<file path="config.mk">
export PLATFORM = sky130hd
export DESIGN_NAME = sts_queue
export DESIGN_NICKNAME = d
export VERILOG_FILES = /design/src/rtl/core/sts_pkg.sv /design/src/rtl/core/sts_queue.sv
export SDC_FILE = /design/constraint.sdc
export NUM_CORES = 1
export LEC_CHECK = 0
export ABC_AREA = 1
export BUFFER_PORTS_ARGS = -buffer_cell sky130_fd_sc_hd__buf_2
export CAP_MARGIN = 10
export CORE_ASPECT_RATIO = 0.9
export CORE_MARGIN = 3
export CORE_UTILIZATION = 50
export DETAILED_ROUTE_END_ITERATION = 10
export PLACE_DENSITY = 0.76
export REMOVE_ABC_BUFFERS = 1
export SYNTH_ARGS = -nofsm -noshare
export SYNTH_HDL_FRONTEND = slang
export SYNTH_SLANG_ARGS = --single-unit
</file>
<file path="constraint.sdc">
create_clock -name clk -period 6.27 [get_ports clk]
set_clock_uncertainty 0.05 [all_clocks]
set_input_delay 1.254 -clock clk [delete_from_list [all_inputs] [get_ports clk]]
set_output_delay 1.254 -clock clk [all_outputs]
set_load 0.02 [all_outputs]
</file>
<file path="src/rtl/core/sts_pkg.sv">
// shared constants, types and codes for the sorted table search block
// no dependencies; every other file of the block imports this package
package sts_pkg;

  localparam int TABLE_DEPTH = 1024;
  localparam int IDX_W       = $clog2(TABLE_DEPTH);
  localparam int SRCH_W      = IDX_W + 1;
  localparam int CNT_W       = 11;
  localparam int ADDR_W      = 10;
  localparam int KEY_W       = 32;
  localparam int POS_W       = 10;
  localparam int PADDR_W     = 3;
  localparam int PDATA_W     = 32;
  localparam int QUEUE_DEPTH = 2;
  localparam int QPTR_W      = $clog2(QUEUE_DEPTH);
  localparam int QCNT_W      = $clog2(QUEUE_DEPTH + 1);

  localparam logic OP_WRITE = 1'b0;
  localparam logic OP_QUERY = 1'b1;

  localparam logic [PADDR_W-3:0] REG_ENTRY_COUNT = '0;

  typedef enum logic [1:0] {
    KIND_WRITE = 2'd0,
    KIND_QUERY = 2'd1,
    KIND_MISS  = 2'd2
  } item_kind_t;

  typedef struct packed {
    item_kind_t          kind;
    logic [IDX_W-1:0]    idx;
    logic [KEY_W-1:0]    key;
    logic [SRCH_W-1:0]   count;
  } item_t;

  typedef struct packed {
    logic full;
    logic empty;
  } queue_status_t;

endpackage

</file>
<file path="src/rtl/core/sts_queue.sv">
// small word queue between the front end and the search engine
// depends on sts_pkg
module sts_queue (
  input  logic                   clk,
  input  logic                   rst,
  input  logic                   push,
  input  sts_pkg::item_t         push_item,
  input  logic                   pop,
  output sts_pkg::item_t         head,
  output sts_pkg::queue_status_t status
);
  import sts_pkg::*;

  item_t             slots [QUEUE_DEPTH];
  logic [QPTR_W-1:0] wr_ptr;
  logic [QPTR_W-1:0] rd_ptr;
  logic [QCNT_W-1:0] fill;

  always_ff @(posedge clk) begin
    if (push) begin
      slots[wr_ptr] <= push_item;
    end
  end

  always_ff @(posedge clk) begin
    if (rst) begin
      wr_ptr <= '0;
      rd_ptr <= '0;
      fill   <= '0;
    end else begin
      if (push) begin
        wr_ptr <= (int'(wr_ptr) == QUEUE_DEPTH - 1) ? '0 : wr_ptr + 1'b1;
      end
      if (pop) begin
        rd_ptr <= (int'(rd_ptr) == QUEUE_DEPTH - 1) ? '0 : rd_ptr + 1'b1;
      end
      if (push && !pop) begin
        fill <= fill + 1'b1;
      end else if (pop && !push) begin
        fill <= fill - 1'b1;
      end
    end
  end

  assign head         = slots[rd_ptr];
  assign status.full  = int'(fill) == QUEUE_DEPTH;
  assign status.empty = fill == '0;

endmodule

</file>
==> impl_metrics.xml <==
<?xml version="1.0" encoding="UTF-8"?>
<metrics>
  <group name="power">
    <metric name="swShare" unit="%">22.8</metric>
    <metric name="power.share.sequential" unit="%">44.4</metric>
    <metric name="p_leak" unit="nW">2.29</metric>
    <metric name="power_per_cell_area" unit="nW/um^2">365</metric>
    <metric name="comb_power_share" unit="%">10.1</metric>
    <metric name="power.internal" unit="mW">1.60</metric>
    <metric name="netSwitchingPower" unit="mW">0.473</metric>
    <metric name="p_clk_share" unit="%">45.5</metric>
    <metric name="max-vdd-ir-drop" unit="V">0.000210</metric>
    <metric name="post-layout-total-power" unit="mW">2.07</metric>
  </group>
  <group name="worst_setup_path">
    <metric name="cell_by_cell_trace_of_the_critical_path" unit="">mux2_2 -&gt; buf_2</metric>
    <metric name="timing.critical_path.to_type" unit="">primary output</metric>
    <metric name="worst_path_dominant_cell_family" unit="">flip-flops</metric>
    <metric name="setup.reg_to_reg.worst_slack" unit="ns">4.43</metric>
    <metric name="critical_path.max_stage_delay" unit="ns">1.01</metric>
    <metric name="critical_path.reg2reg.endpoint" unit="">slots[0][47]</metric>
    <metric name="critPathKind" unit="">reg -&gt; out</metric>
    <metric name="timing.critical_path.fanout_max" unit="">55</metric>
    <metric name="timing.critical_path.from_type" unit="">register</metric>
    <metric name="rr_startpoint" unit="">wr_ptr</metric>
    <metric name="cell_with_the_largest_stage_delay_on_the_worst_path" unit="">sky130_fd_sc_hd__dfxtp_4</metric>
    <metric name="reg2reg_depth" unit="">2</metric>
    <metric name="cp.arrival" unit="ns">2.09</metric>
    <metric name="cp.buffers_inverters" unit="">1</metric>
    <metric name="worstPathRequired" unit="ns">4.97</metric>
  </group>
  <group name="floorplan">
    <metric name="design.portCount" unit="">116</metric>
    <metric name="fp-row-count" unit="">32</metric>
    <metric name="dieArea" unit="sq um">10100</metric>
    <metric name="fp.coreArea" unit="sq um">8610</metric>
    <metric name="die_w" unit="um">105</metric>
    <metric name="floorplan.die.height" unit="um">95.5</metric>
    <metric name="start_util" unit="%">51.7</metric>
  </group>
  <group name="cts">
    <metric name="tritoncts" unit="">built</metric>
    <metric name="hold_buffer_count_at_cts" unit="">0</metric>
    <metric name="cts_made_buffers" unit="">17</metric>
    <metric name="cts_root_buffer" unit="">sky130_fd_sc_hd__clkbuf_8</metric>
    <metric name="tritoncts_num_sinks" unit="">115</metric>
    <metric name="skew_pair_late_insertion_delay" unit="ns">0.49</metric>
    <metric name="clkTransAtPathRegs" unit="ns">0.05</metric>
    <metric name="htree_levels" unit="">4</metric>
    <metric name="cts.repair_timing.setup_buffer_count" unit="">0</metric>
    <metric name="post_cts.resized_instances" unit="">0</metric>
    <metric name="deepest_clock_path_buffer_count" unit="">2</metric>
  </group>
  <group name="finish">
    <metric name="antenna_cells" unit="">0</metric>
    <metric name="layout.filler_cells" unit="">600</metric>
    <metric name="syn2layout_area_growth" unit="%">27.7</metric>
    <metric name="ff_latch_area" unit="sq um">3410</metric>
    <metric name="layout_common_cells" unit="">sky130_fd_sc_hd__buf_2, sky130_fd_sc_hd__edfxtp_1, sky130_fd_sc_hd__mux2_4</metric>
    <metric name="mostFrequentLayoutCell" unit="">sky130_fd_sc_hd__buf_2</metric>
    <metric name="multiInputGateArea" unit="sq um">907</metric>
    <metric name="drive_above_1_share" unit="%">59.4</metric>
    <metric name="final_cell_count_no_fill" unit="">466</metric>
    <metric name="fin_nets" unit="">394</metric>
  </group>
  <group name="timing">
    <metric name="timing.final.hold_violations" unit="">0</metric>
    <metric name="clock.fmax" unit="MHz">295</metric>
    <metric name="tightestPinTransition" unit="ns">1.02</metric>
    <metric name="grt_setup_unrepaired" unit="">no</metric>
    <metric name="fin_setup_tns" unit="ns">0</metric>
    <metric name="max_transition_margin" unit="%">32.3</metric>
    <metric name="timing.final.setup_violations" unit="">0</metric>
    <metric name="layout_min_cycle_time" unit="ns">3.39</metric>
    <metric name="maxSlewViolCount" unit="">0</metric>
    <metric name="finalCritPeriodShare" unit="%">54.1</metric>
  </group>
  <group name="flow_run">
    <metric name="maxcap_viol_count" unit="">0</metric>
  </group>
  <group name="global_route">
    <metric name="via_count_of_the_first_global_routing_pass" unit="">2267</metric>
    <metric name="largest_net_degree_at_the_start_of_global_routing" unit="">56</metric>
    <metric name="track_usage" unit="%">15.1</metric>
    <metric name="globalRoute.totalOverflow" unit="">0</metric>
    <metric name="global_route_wire_length_before_repair" unit="um">11200</metric>
    <metric name="initial_antenna_violation_count" unit="">0</metric>
  </group>
  <group name="route">
    <metric name="ant_nets" unit="">0</metric>
    <metric name="vias_per_cell" unit="">4.77</metric>
    <metric name="number_of_violations_reported_at_the_end_of_detailed_routing_iteration_0" unit="">103</metric>
    <metric name="drt_pass1_iterations" unit="">4</metric>
    <metric name="routed-via-count" unit="">2223</metric>
    <metric name="post_drt_wl_per_cell" unit="um">15.8</metric>
    <metric name="final_routed_drc_violation_total" unit="">0</metric>
    <metric name="totalWireLength" unit="um">7380</metric>
  </group>
  <group name="hold_path">
    <metric name="worstHoldStart" unit="">rd_ptr</metric>
    <metric name="hold_path_stages" unit="">2</metric>
    <metric name="worst_hold_path_type" unit="">reg -&gt; reg</metric>
  </group>
  <group name="logic_synthesis">
    <metric name="synthesis.area_per_instance" unit="sq um">21.8</metric>
    <metric name="synth.lib_cells_used.distinct" unit="">16</metric>
    <metric name="synth.cell_area" unit="sq um">4450</metric>
    <metric name="postSynthRegisterBits" unit="">115</metric>
    <metric name="synthCells" unit="">204</metric>
    <metric name="yosysWarnings" unit="">0</metric>
    <metric name="ys_seq_area_share" unit="%">76.5</metric>
  </group>
  <group name="placed_design">
    <metric name="count_of_buffers_inserted_at_the_top_level_ports" unit="">115</metric>
    <metric name="gp_congestion" unit="">0.679</metric>
    <metric name="placed_cells_incl_taps" unit="">434</metric>
  </group>
  <group name="status">
    <metric name="run_status" unit="">completed</metric>
  </group>
</metrics>
-- power groups by stage --
stage | clock, mW | sequential [mW] | combinational (mW)
2_1_floorplan | 0 | 0.929 | 0.146
3_3_place_gp | 0 | 0.933 | 0.208
3_5_place_dp | 0 | 0.936 | 0.212
4_1_cts | 0.963 | 0.920 | 0.212
5_1_grt | 1.00 | 0.924 | 0.223
6_report | 0.943 | 0.919 | 0.209
-- per-stage QoR --
step | area, sq um | utilization [%] | hold WS (ns) | setup WS [ns]
after floorplan | 4340 | - | 0.430 | 2.15
after global placement | 5090 | 59.1 | 0.442 | 3.33
after detailed placement | 5090 | 59.1 | 0.449 | 3.30
after CTS | 5680 | 66.0 | 0.479 | 2.79
after global routing | 5680 | 66.0 | 0.508 | 2.74
final | 5680 | 66.0 | 0.475 | 2.88
-- sequential cells by signal, indices dropped and copies added (netlist names), named ones only --
name    flops
fill        2
slots     110
wr_ptr      1
rd_ptr      1
-- worst max path at each step --
stage,to,start,cells after the start
3_5_place_dp,slots[0][52],push,4
5_1_grt,head[44],register,2
4_1_cts,head[39],register,2
2_1_floorplan,slots[0][0],push,2
3_3_place_gp,slots[0][7],push,4
6_report,head[39],register,2
-- Yosys cell counts --
| library cell | number | area, sq um |
|---|---|---|
| sky130_fd_sc_hd__edfxtp_1 | 110 | 3300 |
| sky130_fd_sc_hd__a21oi_1 | 1 | 5.00 |
| sky130_fd_sc_hd__nand3_1 | 1 | 5.00 |
| sky130_fd_sc_hd__ha_1 | 1 | 12.5 |
| sky130_fd_sc_hd__nand4_1 | 1 | 6.26 |
| sky130_fd_sc_hd__nand2_1 | 5 | 18.8 |
| sky130_fd_sc_hd__mux2_2 | 5 | 56.3 |
| sky130_fd_sc_hd__dfxtp_1 | 5 | 100 |
| sky130_fd_sc_hd__mux2_4 | 50 | 751 |
| sky130_fd_sc_hd__inv_1 | 9 | 33.8 |
| sky130_fd_sc_hd__nor3_1 | 1 | 5.00 |
| sky130_fd_sc_hd__xnor2_1 | 1 | 8.76 |
| sky130_fd_sc_hd__buf_6 | 1 | 11.3 |
| sky130_fd_sc_hd__buf_12 | 5 | 100 |
| sky130_fd_sc_hd__nor2_1 | 7 | 26.3 |
| sky130_fd_sc_hd__o21ai_0 | 1 | 5.00 |
-- worst reg2reg max path, cell delays in order, from the launching register on --
cell                      delay [ns]
sky130_fd_sc_hd__dfxtp_1        0.34
sky130_fd_sc_hd__nor2_4         0.58
sky130_fd_sc_hd__buf_4          0.51
-- final cells by class --
cell class,count,share of cell area [%]
Clock inverter,15,3.17
Inverter,9,0.595
Multi-Input combinational cell,74,16.0
Clock buffer,17,7.29
Tap cell,119,2.62
Timing Repair Buffer,117,10.4
Sequential cell,115,60.0
-- cell families after synthesis --
| kind of cell | after synthesis | synth area share, % |
|---|---|---|
| buffers and inverters | 15 | 3.26 |
| multiplexers | 55 | 18.1 |
| adder cells (fa/ha/maj) | 1 | 0.281 |
| flip-flops | 115 | 76.5 |
| AND/OR/NAND/NOR | 15 | 1.38 |
| XOR/XNOR | 1 | 0.197 |
| AO/OA/AOI/OAI | 2 | 0.225 |
-- layer usage --
| layer | vias to the layer above | share of wire, % | routed length (um) | GRT usage, % |
|---|---|---|---|---|
| met3 | 9 | 7.8 | 573 | 7.11 |
| met1 | 1080 | 44 | 3250 | 18.6 |
| met5 | - | 0 | 0 | 0 |
| li1 | 1049 | - | - | - |
| met2 | 85 | 47 | 3480 | 23.0 |
| met4 | 0 | 1.1 | 84 | 6.34 |
Note: power is estimated with default switching activity, not from simulation.
