--- src/rtl/core/sts_pkg.sv ---
// shared constants, types and codes for the sorted table search block
// no dependencies; every other file of the block imports this package
package sts_pkg;

  localparam int TABLE_DEPTH = 1024;
  localparam int IDX_W       = $clog2(TABLE_DEPTH);
  localparam int SRCH_W      = IDX_W + 1;
  localparam int CNT_W       = 11;
  localparam int ADDR_W      = 10;
  localparam int KEY_W       = 32;
  localparam int POS_W       = 10;
  localparam int PADDR_W     = 3;
  localparam int PDATA_W     = 32;
  localparam int QUEUE_DEPTH = 2;
  localparam int QPTR_W      = $clog2(QUEUE_DEPTH);
  localparam int QCNT_W      = $clog2(QUEUE_DEPTH + 1);

  localparam logic OP_WRITE = 1'b0;
  localparam logic OP_QUERY = 1'b1;

  localparam logic [PADDR_W-3:0] REG_ENTRY_COUNT = '0;

  typedef enum logic [1:0] {
    KIND_WRITE = 2'd0,
    KIND_QUERY = 2'd1,
    KIND_MISS  = 2'd2
  } item_kind_t;

  typedef struct packed {
    item_kind_t          kind;
    logic [IDX_W-1:0]    idx;
    logic [KEY_W-1:0]    key;
    logic [SRCH_W-1:0]   count;
  } item_t;

  typedef struct packed {
    logic full;
    logic empty;
  } queue_status_t;

endpackage

--- src/rtl/core/sts_front.sv ---
// front end: config register, command intake and classification
// depends on sts_pkg
module sts_front (
  input  logic                        clk,
  input  logic                        rst,
  input  logic                        psel,
  input  logic                        penable,
  input  logic                        pwrite,
  input  logic [sts_pkg::PADDR_W-1:0] paddr,
  input  logic [sts_pkg::PDATA_W-1:0] pwdata,
  output logic [sts_pkg::PDATA_W-1:0] prdata,
  input  logic                        start,
  input  logic                        opcode,
  input  logic [sts_pkg::ADDR_W-1:0]  address,
  input  logic [sts_pkg::KEY_W-1:0]   key_value,
  input  sts_pkg::queue_status_t      q_status,
  output logic                        push,
  output sts_pkg::item_t              push_item
);
  import sts_pkg::*;

  logic [CNT_W-1:0]  entry_count;
  logic [SRCH_W-1:0] clamped_count;
  logic              cfg_write;
  logic              write_in_range;

  assign cfg_write = psel && penable && pwrite &&
                     (paddr[PADDR_W-1:2] == REG_ENTRY_COUNT);

  always_ff @(posedge clk) begin
    if (rst) begin
      entry_count <= '0;
    end else if (cfg_write) begin
      entry_count <= pwdata[CNT_W-1:0];
    end
  end

  assign prdata = PDATA_W'(entry_count);

  // counts past the table are searched as a full table
  always_comb begin
    if (int'(entry_count) > TABLE_DEPTH) begin
      clamped_count = SRCH_W'(TABLE_DEPTH);
    end else begin
      clamped_count = SRCH_W'(entry_count);
    end
  end

  assign write_in_range = int'(address) < TABLE_DEPTH;

  always_comb begin
    push_item.idx   = IDX_W'(address);
    push_item.key   = key_value;
    push_item.count = clamped_count;
    if (opcode == OP_WRITE) begin
      push_item.kind = KIND_WRITE;
    end else if (clamped_count == '0) begin
      push_item.kind = KIND_MISS;
    end else begin
      push_item.kind = KIND_QUERY;
    end
  end

  // out of range writes are dropped here
  assign push = start && !q_status.full &&
                ((opcode == OP_QUERY) || write_in_range);

endmodule

--- config.mk ---
export PLATFORM = sky130hd
export DESIGN_NAME = sts_front
export DESIGN_NICKNAME = d
export VERILOG_FILES = /design/src/rtl/core/sts_pkg.sv /design/src/rtl/core/sts_front.sv
export SDC_FILE = /design/constraint.sdc
export NUM_CORES = 1
export LEC_CHECK = 0
export ABC_AREA = 1
export BUFFER_PORTS_ARGS = -buffer_cell sky130_fd_sc_hd__buf_4
export CORE_MARGIN = 2
export CORE_UTILIZATION = 25
export CTS_CLUSTER_SIZE = 30
export DETAILED_ROUTE_END_ITERATION = 16
export PLACE_DENSITY = 0.84
export REMOVE_ABC_BUFFERS = 1
export SETUP_SLACK_MARGIN = 0.02
export SLEW_MARGIN = 5
export SYNTH_ARGS = -nofsm -noshare
export SYNTH_HDL_FRONTEND = slang
export SYNTH_SLANG_ARGS = --single-unit
--- constraint.sdc ---
create_clock -name clk -period 0.8 [get_ports clk]
set_input_delay 0 -clock clk [delete_from_list [all_inputs] [get_ports clk]]
set_output_delay 0 -clock clk [all_outputs]
set_load 0.005 [all_outputs]
==> metrics, run 1 <==
Max VDD drop around 0.00097 V; setup ws final -0.516 ns; first-pass GRT wire length 5990 um; async set-reset flop share out of synthesis 0%; Setup WS pre-CTS -0.298 ns; final hold violation count 0; area grow syn2layout 37.9%; Startpoint Class flip-flop; RePlAce Congestion approximately 0.85; Largest register FFs 11; Area contributors post-synth buf_4 (46%), dfxtp_1 (21%), nor2_1 (10%); failing checks negative setup slack; row cnt 23; Die X-Extent about 68 um; Tcrit/Tclk final 165%; initial antenna violation count 0; ant diodes 0; fill cell count 430; port buffer count 44; layout cells sized above 1 68.5%; DR iter-0 viols 28; Final Max Slew Viols 0; Tot GR Track Use between 20% and 30%; CTS Buf Count 3; switch share between 20% and 30%; first-pass detailed-route iteration total 4; latest clock arrival within the worst-skew pair around 0.24 ns; antenna viol nets, final 0; Worst Skew 0 ns; Net Sw Power 441 uW; Biggest register entry_count; worst setup path class reg -> out; Final Util approximately 36%; sequential share of power 36.4%; Post-Synthesis Cells 143; most frequent cell after synthesis buf_4; Synth Cell Area 1030 um2; DRC errors left 0; nets@finish between 200 and 250; Max FO, Critical Path 10; leakage 0.000712 uW; via/cell ratio 4.25; Final min period approximately 1.3 ns; Ys Warns 0; Post-synth top cells buf_4 (63), nor2_1 (28), inv_1 (14), dfxtp_1 (11), a211oi_1 (10); Reg clk slew, reported paths 0.05 ns; Chip Height 68.1 um; synthesized area per cell approximately 7.2 um2; Fmax 760 MHz; final setup fails 22; root buf cell clkbuf_8; synthesized flop and latch total 11; DP HPWL 4030 um; Largest regs entry_count (11); Int Pwr 1180 uW; Max-cap violations 0; Die Footprint 4640 um2; routed len/inst 22.7 um; routed vias 900; PwrDens 1140 nW/um2; CTS Sinks 11; unrepaired setup endpoints after global routing true; power share of the clock group 35.0%; Min-Delay Path Class in -> out; Setup crit end kind output pin; register area share after synthesis approximately 21%; Post-synth top flop dfxtp_1; core box area 3970 um2; cell area after layout 1420 um2; number of global-route vias before repair 837; I/O pin cnt 174; combinational power share 28.6%; GRT overflow 0; Placed Area between 1000 and 1500 um2; post-synthesis cell type with the largest combined area buf_4; CP required roughly 0.8 ns; Yosys top cell area share 46.0%; Yosys cell types 18; pin count of the biggest net entering global routing 23; H-Tree Depth 1; Max clock buf depth 2; Starting Density 25.9%; Post-synth EDFFs 0; routed wire length 4800 um; CTS tree done; status finished, violations left; worst path arrival time around 1.3 ns
[through the flow]
step	total power, uW	instances	TNS [ns]	hold slack [ns]
floorplan	721	96	-0.941	0
global placement	948	206	-3.18	0.0000346
detailed placement	957	206	-3.41	0.0000346
CTS	1580	212	-6.31	0.0000346
global route	1730	212	-8.34	0.0000358
finish	1620	212	-6.36	0.0000113
[metal layers]
| metal | track usage [%] | vias to the layer above | wire [um] | share of wire, % |
|---|---|---|---|---|
| met2 | 30.9 | 115 | 2140 | 45 |
| li1 | - | 397 | - | - |
| met1 | 15.6 | 384 | 1180 | 25 |
| met3 | 28.0 | 4 | 1460 | 30 |
| met5 | 0 | - | 0 | 0 |
| met4 | 3.00 | 0 | 23 | 0.48 |
[final cells by class]
class	count	area, um2	area share [%]
Timing Repair Buffer	62	561	39.6
Multi-Input combinational cell	70	448	31.6
Inverter	15	61.3	4.33
Sequential cell	11	239	16.9
Clock buffer	4	45.0	3.18
Tap cell	50	62.6	4.42
[worst paths after layout]
check,start,endpoint,slack [ns],cells past startpoint
worst min register to register,entry_count[10],entry_count[10],0.52,2
worst max-delay path,entry_count[4],push_item[8],-0.52,6
worst min-delay path,key_value[5],push_item[16],0.00001,0
worst max register to register,entry_count[0],entry_count[0],-0.07,4
[kinds of logic (layout without fill, tap and decap cells)]
group	after synthesis	after routing	synth area share [%]
AND/OR/NAND/NOR	36	36	14.9
AO/OA/AOI/OAI	13	13	10.1
buffers and inverters	82	81	53.2
other	1	21	0.365
flip-flops	11	11	21.4
[critical path: stages (launching register included)]
cell and delay, ns:
dfxtp_2 0.33, nor2_1 0.13, nand2_2 0.09, o21bai_4 0.19, inv_4 0.09, nor2_1 0.12
buf_4 0.12
[layout by cell type (no fill, tap or decap), types with 2 or more instances in the layout]
| master | instances |
|---|---|
| buf_4 | 39 |
| nor2_1 | 23 |
| buf_6 | 22 |
| conb_1 | 21 |
| inv_2 | 10 |
| a211oi_2 | 10 |
| dfxtp_2 | 9 |
| nor2_4 | 4 |
| inv_1 | 3 |
| clkbuf_8 | 3 |
| nand2_2 | 2 |
| nand3_2 | 2 |
| inv_4 | 2 |
| dfxtp_4 | 2 |
[power groups by stage]
| stage | combinational [uW] | clock (uW) | sequential [uW] |
|---|---|---|---|
| 2_1_floorplan | 126 | 0 | 596 |
| 3_3_place_gp | 358 | 0 | 590 |
| 3_5_place_dp | 366 | 0 | 591 |
| 4_1_cts | 425 | 570 | 588 |
| 5_1_grt | 509 | 630 | 593 |
| 6_report | 463 | 566 | 590 |
[repair_timing]
item | 4_1_cts | 5_1_grt
pin swaps | 7 | 5
hold buffers | 0 | 0
resized for setup | 49 | 25
buffers inserted | 4 | 1
setup endpoints to repair | 33 | 33
No activity file was read; power rests on OpenSTA's default activity.
==> run 2: changes to the inputs <==
--- a/config.mk
+++ b/config.mk
@@ -5,13 +5,12 @@
 export SDC_FILE = /design/constraint.sdc
 export NUM_CORES = 1
 export LEC_CHECK = 0
-export ABC_AREA = 1
 export BUFFER_PORTS_ARGS = -buffer_cell sky130_fd_sc_hd__buf_4
 export CORE_MARGIN = 2
-export CORE_UTILIZATION = 25
+export CORE_UTILIZATION = 24
 export CTS_CLUSTER_SIZE = 30
 export DETAILED_ROUTE_END_ITERATION = 16
-export PLACE_DENSITY = 0.84
+export PLACE_DENSITY = 0.83
 export REMOVE_ABC_BUFFERS = 1
 export SETUP_SLACK_MARGIN = 0.02
 export SLEW_MARGIN = 5
==> run 2 against run 1 <==
Net effect: the run still ends with negative setup slack left; sequential cell count stayed put; die area increased by 1.2%; final cell count fell by 1.9%; hold slack about the same; highest routed layer unchanged; global-route usage is 0.056 points lower.
==> metrics, run 2 <==
Ys Warns 0 (unchanged); Min-Delay Path Class in -> out (unchanged); RePlAce Congestion 0.791 (was 0.853); Max-cap violations 0 (unchanged); via/cell ratio 4.21 (was 4.25); row cnt 23 (unchanged); H-Tree Depth 1 (unchanged); DP HPWL 4170 um (was 4030 um); Fmax 773 MHz (was 760 MHz); pin count of the biggest net entering global routing 12 (was 23); final setup fails 19 (was 22); PwrDens 1070 nW/um2 (was 1140 nW/um2); Setup WS pre-CTS -0.335 ns (was -0.298 ns); routed wire length 4960 um (was 4800 um); first-pass GRT wire length 5980 um (was 5990 um); nets@finish 245 (was 249); setup ws final -0.493 ns (was -0.516 ns); post-synthesis cell type with the largest combined area buf_4 (unchanged); unrepaired setup endpoints after global routing true (unchanged); CTS tree done (unchanged); Placed Area 1060 um2 (was 1140 um2); number of global-route vias before repair 758 (was 837); DRC errors left 0 (unchanged); Starting Density 25.0% (was 25.9%); CTS Buf Count 3 (unchanged); routed vias 876 (was 900); post-synthesis mux area share 0% (unchanged); Yosys cell types 17 (was 18); post-synthesis xor/xnor area fraction 0% (unchanged); I/O pin cnt 174 (unchanged); synthesized area per cell 7.51 um2 (was 7.18 um2); routed len/inst 23.8 um (was 22.7 um); Setup crit end kind output pin (unchanged); Post-synth top cells buf_4 (63), nand2_1 (22), dfxtp_1 (11), nor2b_1 (10), a21oi_1 (9) (was buf_4 (63), nor2_1 (28), inv_1 (14), dfxtp_1 (11), a211oi_1 (10)); DR iter-0 viols 20 (was 28); fraction of the mapped netlist area in simple logic gates 20.7% (was 14.9%); latest clock arrival within the worst-skew pair 0.24 ns (about the same); Tot GR Track Use 20.3% (about the same); compound-cell area share of the yosys netlist 6.27% (was 10.1%); Chip Height 68.5 um (was 68.1 um); Post-Synthesis Cells 133 (was 143); Tcrit/Tclk final 162% (was 165%); first-pass detailed-route iteration total 4 (unchanged); status finished, violations left (unchanged); async set-reset flop share out of synthesis 0% (unchanged); worst path arrival time 1.29 ns (was 1.32 ns); core box area 4000 um2 (was 3970 um2); Max FO, Critical Path 2 (was 10); Startpoint Class flip-flop (unchanged); Max clock buf depth 2 (unchanged); Synth Cell Area 998 um2 (was 1030 um2); Die Footprint 4690 um2 (was 4640 um2); cell area after layout 1390 um2 (was 1420 um2); CP required 0.80 ns (about the same); antenna viol nets, final 0 (unchanged); WHS 0.0000654 ns (was 0.0000113 ns); Yosys top cell area share 47.4% (was 46.0%); final hold violation count 0 (unchanged); initial antenna violation count 0 (unchanged); Post-Synth Adder-Cell Area 0% (unchanged); layout cells sized above 1 55.7% (was 68.5%); most frequent cell after synthesis buf_4 (unchanged); setup TNS -2.97 ns (was -6.36 ns); ant diodes 0 (unchanged); Max VDD drop 0.000403 V (was 0.000972 V); Reg clk slew, reported paths 0.05 ns (about the same); root buf cell clkbuf_8 (unchanged); Largest regs entry_count (11) (unchanged); Final min period 1.29 ns (was 1.32 ns); most frequent cells in the layout buf_4 (35), buf_6 (28), conb_1 (21) (was buf_4 (39), nor2_1 (23), buf_6 (22)); Largest register FFs 11 (unchanged); Post-synth top flop dfxtp_1 (unchanged); worst setup path class reg -> out (unchanged); port buffer count 44 (unchanged); Die X-Extent 68.5 um (was 68.1 um); Final Max Slew Viols 0 (unchanged); Biggest register entry_count (unchanged); register area share after synthesis 22.1% (was 21.4%); Worst Skew 0 ns (unchanged); most common cell after layout, fill and taps aside buf_4 (unchanged); area grow syn2layout 39.0% (was 37.9%); largest family of logic cells by synthesized area buffers and inverters (unchanged); leakage 0.000666 uW (was 0.000712 uW); Area contributors post-synth buf_4 (47%), dfxtp_1 (22%), nand2_1 (8.3%) (was buf_4 (46%), dfxtp_1 (21%), nor2_1 (10%)); CTS Sinks 11 (unchanged); Post-synth EDFFs 0 (unchanged); failing checks negative setup slack (unchanged); synthesized flop and latch total 11 (unchanged); GRT overflow 0 (unchanged)
run 2: routing by layer:
metal	part of all wire, %	wire [um]	vias to the layer above	GRT usage [%]
li1	-	-	381	-
met2	44	2180	107	29.7
met4	4.1	203	0	10.8
met5	0	0	-	0
met1	23	1150	373	15.1
met3	29	1430	15	24.8
run 2: stage by stage:
step                util, %  std cells  power [uW]
floorplan                 -         85         658
finish                 34.7        208        1480
detailed placement     26.6        192         832
global route           34.7        208        1530
CTS                    32.4        204        1450
global placement       26.6        192         825
run 2: cells by family (layout without fill, tap and decap cells):
logic type	count (synthesis)	in the layout
DFF	11	11
buffers and inverters	69	74
other	1	21
and+or+nand+nor	41	41
AOI/OAI and AO/OA	11	11
run 2: power breakdown:
part / switching (uW) / internal [uW]
sequential: 11.5 / 559
combinational: 129 / 197
clock: 232 / 352
run 2: worst paths after layout:
check | cells after the start | slack (ns) | endpoint | from
worst max-delay path | 4 | -0.49 | push_item[53] | entry_count[1]
worst min-delay path | 0 | 0.00007 | push_item[14] | key_value[3]
worst max register to register | 4 | -0.01 | entry_count[10] | entry_count[10]
worst min register to register | 3 | 0.58 | entry_count[9] | entry_count[9]
run 2: cell type report:
cell class	count	area (um2)
well taps	50	62.6
flip-flops and latches	11	236
fillers	410	2610
multi-input cells	73	397
clock buffers	4	45.0
inverters	1	3.75
repair buffers	69	643
run 2: what timing repair did:
item / in CTS / in global routing
hold buffers: 5 / 0
gates cloned: 1 / 0
setup endpoints to repair: 24 / 26
setup buffers: 2 / 5
pin swaps: 4 / 3
hold endpoints to repair: 5 / 0
resized for setup: 37 / 17
run 2: worst max-delay path: stages (launching register included):
cell and delay [ns]:
dfxtp_2 0.33, nor4_2 0.27, nand4b_1 0.16, and2_1 0.18
buf_6 0.11
==> run 3: changes to the inputs <==
--- a/config.mk
+++ b/config.mk
@@ -13,6 +13,7 @@
 export PLACE_DENSITY = 0.83
 export REMOVE_ABC_BUFFERS = 1
 export SETUP_SLACK_MARGIN = 0.02
+export SKIP_LAST_GASP = 1
 export SLEW_MARGIN = 5
 export SYNTH_ARGS = -nofsm -noshare
 export SYNTH_HDL_FRONTEND = slang
==> run 3 against run 2 <==
Net effect: the flow still finishes with violations (negative setup slack); global-route usage is 0.20 points lower; final cell count did not move; worst setup slack worse by 0.011 ns; sequential share of layout area rose by 0.36 points; critical path depth unchanged; via count is 1.7% higher; critical endpoint unchanged; largest cell class unchanged; highest routed layer unchanged.
==> metrics, run 3 (same netlist as run 2, synthesis figures left out) <==
Placed Area 1060 um2 (unchanged); I/O pin cnt 174 (unchanged); Final Max Slew Viols 0 (unchanged); cells on worst reg2reg path 4 (unchanged); Max FO, Critical Path 2 (unchanged); crit path cell chain nor4_2, nand4b_1, and2_1, buf_4 (was nor4_2, nand4b_1, and2_1, buf_6); DR iter-0 viols 25 (was 20); Fmax 767 MHz (was 773 MHz); routed wire length 4950 um (was 4960 um); Largest regs entry_count (11) (unchanged); status finished, violations left (unchanged); first-pass GRT wire length 5890 um (was 5980 um); critical path's top delay family simple AND/OR/NAND/NOR gates (unchanged); Max VDD drop 0.000364 V (was 0.000403 V); worst reg2reg path startpoint entry_count[10] (unchanged); most frequent cells in the layout buf_4 (41), buf_6 (22), nand2_1 (21), conb_1 (21), dfxtp_2 (10) (was buf_4 (35), buf_6 (28), conb_1 (21)); row cnt 23 (unchanged); combinational power share 21.5% (was 22.0%); reg-to-reg slack, setup -0.03 ns (was -0.01 ns); area grow syn2layout 36.1% (was 39.0%); pin count of the biggest net entering global routing 12 (unchanged); root buf cell clkbuf_8 (unchanged); switch share 25.0% (was 25.1%); port buffer count 44 (unchanged); antenna viol nets, final 0 (unchanged); routed vias 891 (was 876); worst path arrival time 1.30 ns (was 1.29 ns); Worst Setup EP push_item[53] (unchanged); CTS Buf Count 3 (unchanged); core box area 4000 um2 (unchanged); latest clock arrival within the worst-skew pair 0.24 ns (about the same); CP required 0.80 ns (about the same); Setup crit end kind output pin (unchanged); setup ws final -0.504 ns (was -0.493 ns); GRT overflow 0 (unchanged); most common cell after layout, fill and taps aside buf_4 (unchanged); cell area after layout 1360 um2 (was 1390 um2); CTS tree done (unchanged); Worst Skew 0 ns (unchanged); CP max stage cell dfxtp_2 (unchanged); Final min period 1.30 ns (was 1.29 ns); first-pass detailed-route iteration total 4 (unchanged); ant diodes 0 (unchanged); final setup fails 19 (unchanged); worst setup path class reg -> out (unchanged); Reg clk slew, reported paths 0.05 ns (about the same); Max-cap violations 0 (unchanged); Int Pwr 1100 uW (was 1110 uW); Biggest register entry_count (unchanged); Max clock buf depth 2 (unchanged); WP depth 4 (unchanged); Min-Delay Path Class in -> out (unchanged); Startpoint Class flip-flop (unchanged); nets@finish 245 (unchanged); Chip Height 68.5 um (unchanged); layout cells sized above 1 54.4% (was 55.7%); Die Footprint 4690 um2 (unchanged); non-filler cells, final 208 (unchanged); Starting Density 25.0% (unchanged); worst path bufs/invs 1 (unchanged); Tcrit/Tclk final 163% (was 162%); unrepaired setup endpoints after global routing true (unchanged); Hold Crit Start key_value[3] (unchanged); Net Sw Power 368 uW (was 372 uW); DRC errors left 0 (unchanged); initial antenna violation count 0 (unchanged); WHS 0.0000654 ns (unchanged); placed cell count 192 (unchanged); power share of the clock group 39.7% (was 39.4%); number of global-route vias before repair 738 (was 758); PwrDens 1080 nW/um2 (was 1070 nW/um2); Tot GR Track Use 20.1% (was 20.3%); Die X-Extent 68.5 um (unchanged); leakage 0.000661 uW (was 0.000666 uW); sequential share of power 38.9% (was 38.6%); H-Tree Depth 1 (unchanged); r2r endpoint entry_count[10] (unchanged); crit-path max cell delay 0.33 ns (about the same); final hold violation count 0 (unchanged); RePlAce Congestion 0.791 (unchanged); Worst Setup SP entry_count[1] (unchanged); via/cell ratio 4.28 (was 4.21); failing checks negative setup slack (unchanged); Setup WS pre-CTS -0.335 ns (unchanged); routed len/inst 23.8 um (about the same); Largest register FFs 11 (unchanged); CTS Sinks 11 (unchanged); DP HPWL 4170 um (unchanged)
## run 3: cell counts in the layout (fill, tap and decap cells not counted)
No cell type changed its count.
## run 3: area by class of cell
class | instances | area, um2
Multi-Input combinational cell | 73 | 390
Fill cell | 414 | 2640
Tap cell | 50 | 62.6
Clock buffer | 4 | 45.0
Inverter | 1 | 3.75
Sequential cell | 11 | 236
Timing Repair Buffer | 69 | 621
## run 3: worst register-to-register path: stages, from the launching register on
cell and delay, ns:
dfxtp_4 0.36, buf_6 0.13, buf_4 0.12, nand2_1 0.06, a21oi_2 0.05
## run 3: timing repair
| action | 4_1_cts | 5_1_grt |
|---|---|---|
| gates cloned | 1 | 0 |
| gates resized for setup | 27 | 20 |
| pin swaps | 3 | 1 |
| hold buffers | 5 | 0 |
| setup buffers | 2 | 6 |
| endpoints found under the hold margin | 5 | 0 |
| setup endpoints to repair | 24 | 26 |
## run 3: metrics by stage
stage          util (%)  total power, uW  setup TNS [ns]
2_1_floorplan         -              658          -0.366
3_3_place_gp       26.6              825          -0.446
3_5_place_dp       26.6              832          -0.588
4_1_cts            31.5             1450           -3.02
5_1_grt            34.0             1520           -3.69
6_report           34.0             1470           -2.94
## run 3: per-layer routing
metal | GRT usage (%) | share of wire, % | routed length (um)
met1 | 14.8 | 23 | 1160
met4 | 11.8 | 4.1 | 205
met3 | 24.8 | 28 | 1400
met5 | 0 | 0 | 0
met2 | 29.0 | 44 | 2180
## run 3: how the worst min path moves through the flow
stage / slack [ns] / depth (start not counted) / end
floorplan: 0 / 0 / push_item[11]
global placement: 0.00008 / 0 / push_item[14]
detailed placement: 0.00008 / 0 / push_item[14]
CTS: 0.00008 / 0 / push_item[14]
global route: 0.00005 / 0 / push_item[14]
finish: 0.00007 / 0 / push_item[14]
## run 3: power by group through the flow
stage | Sequential [uW] | Combinational [uW] | Clock [uW]
6_report | 571 | 315 | 583
5_1_grt | 571 | 346 | 606
4_1_cts | 569 | 293 | 582
3_5_place_dp | 577 | 255 | 0
3_3_place_gp | 576 | 248 | 0
2_1_floorplan | 584 | 74.4 | 0
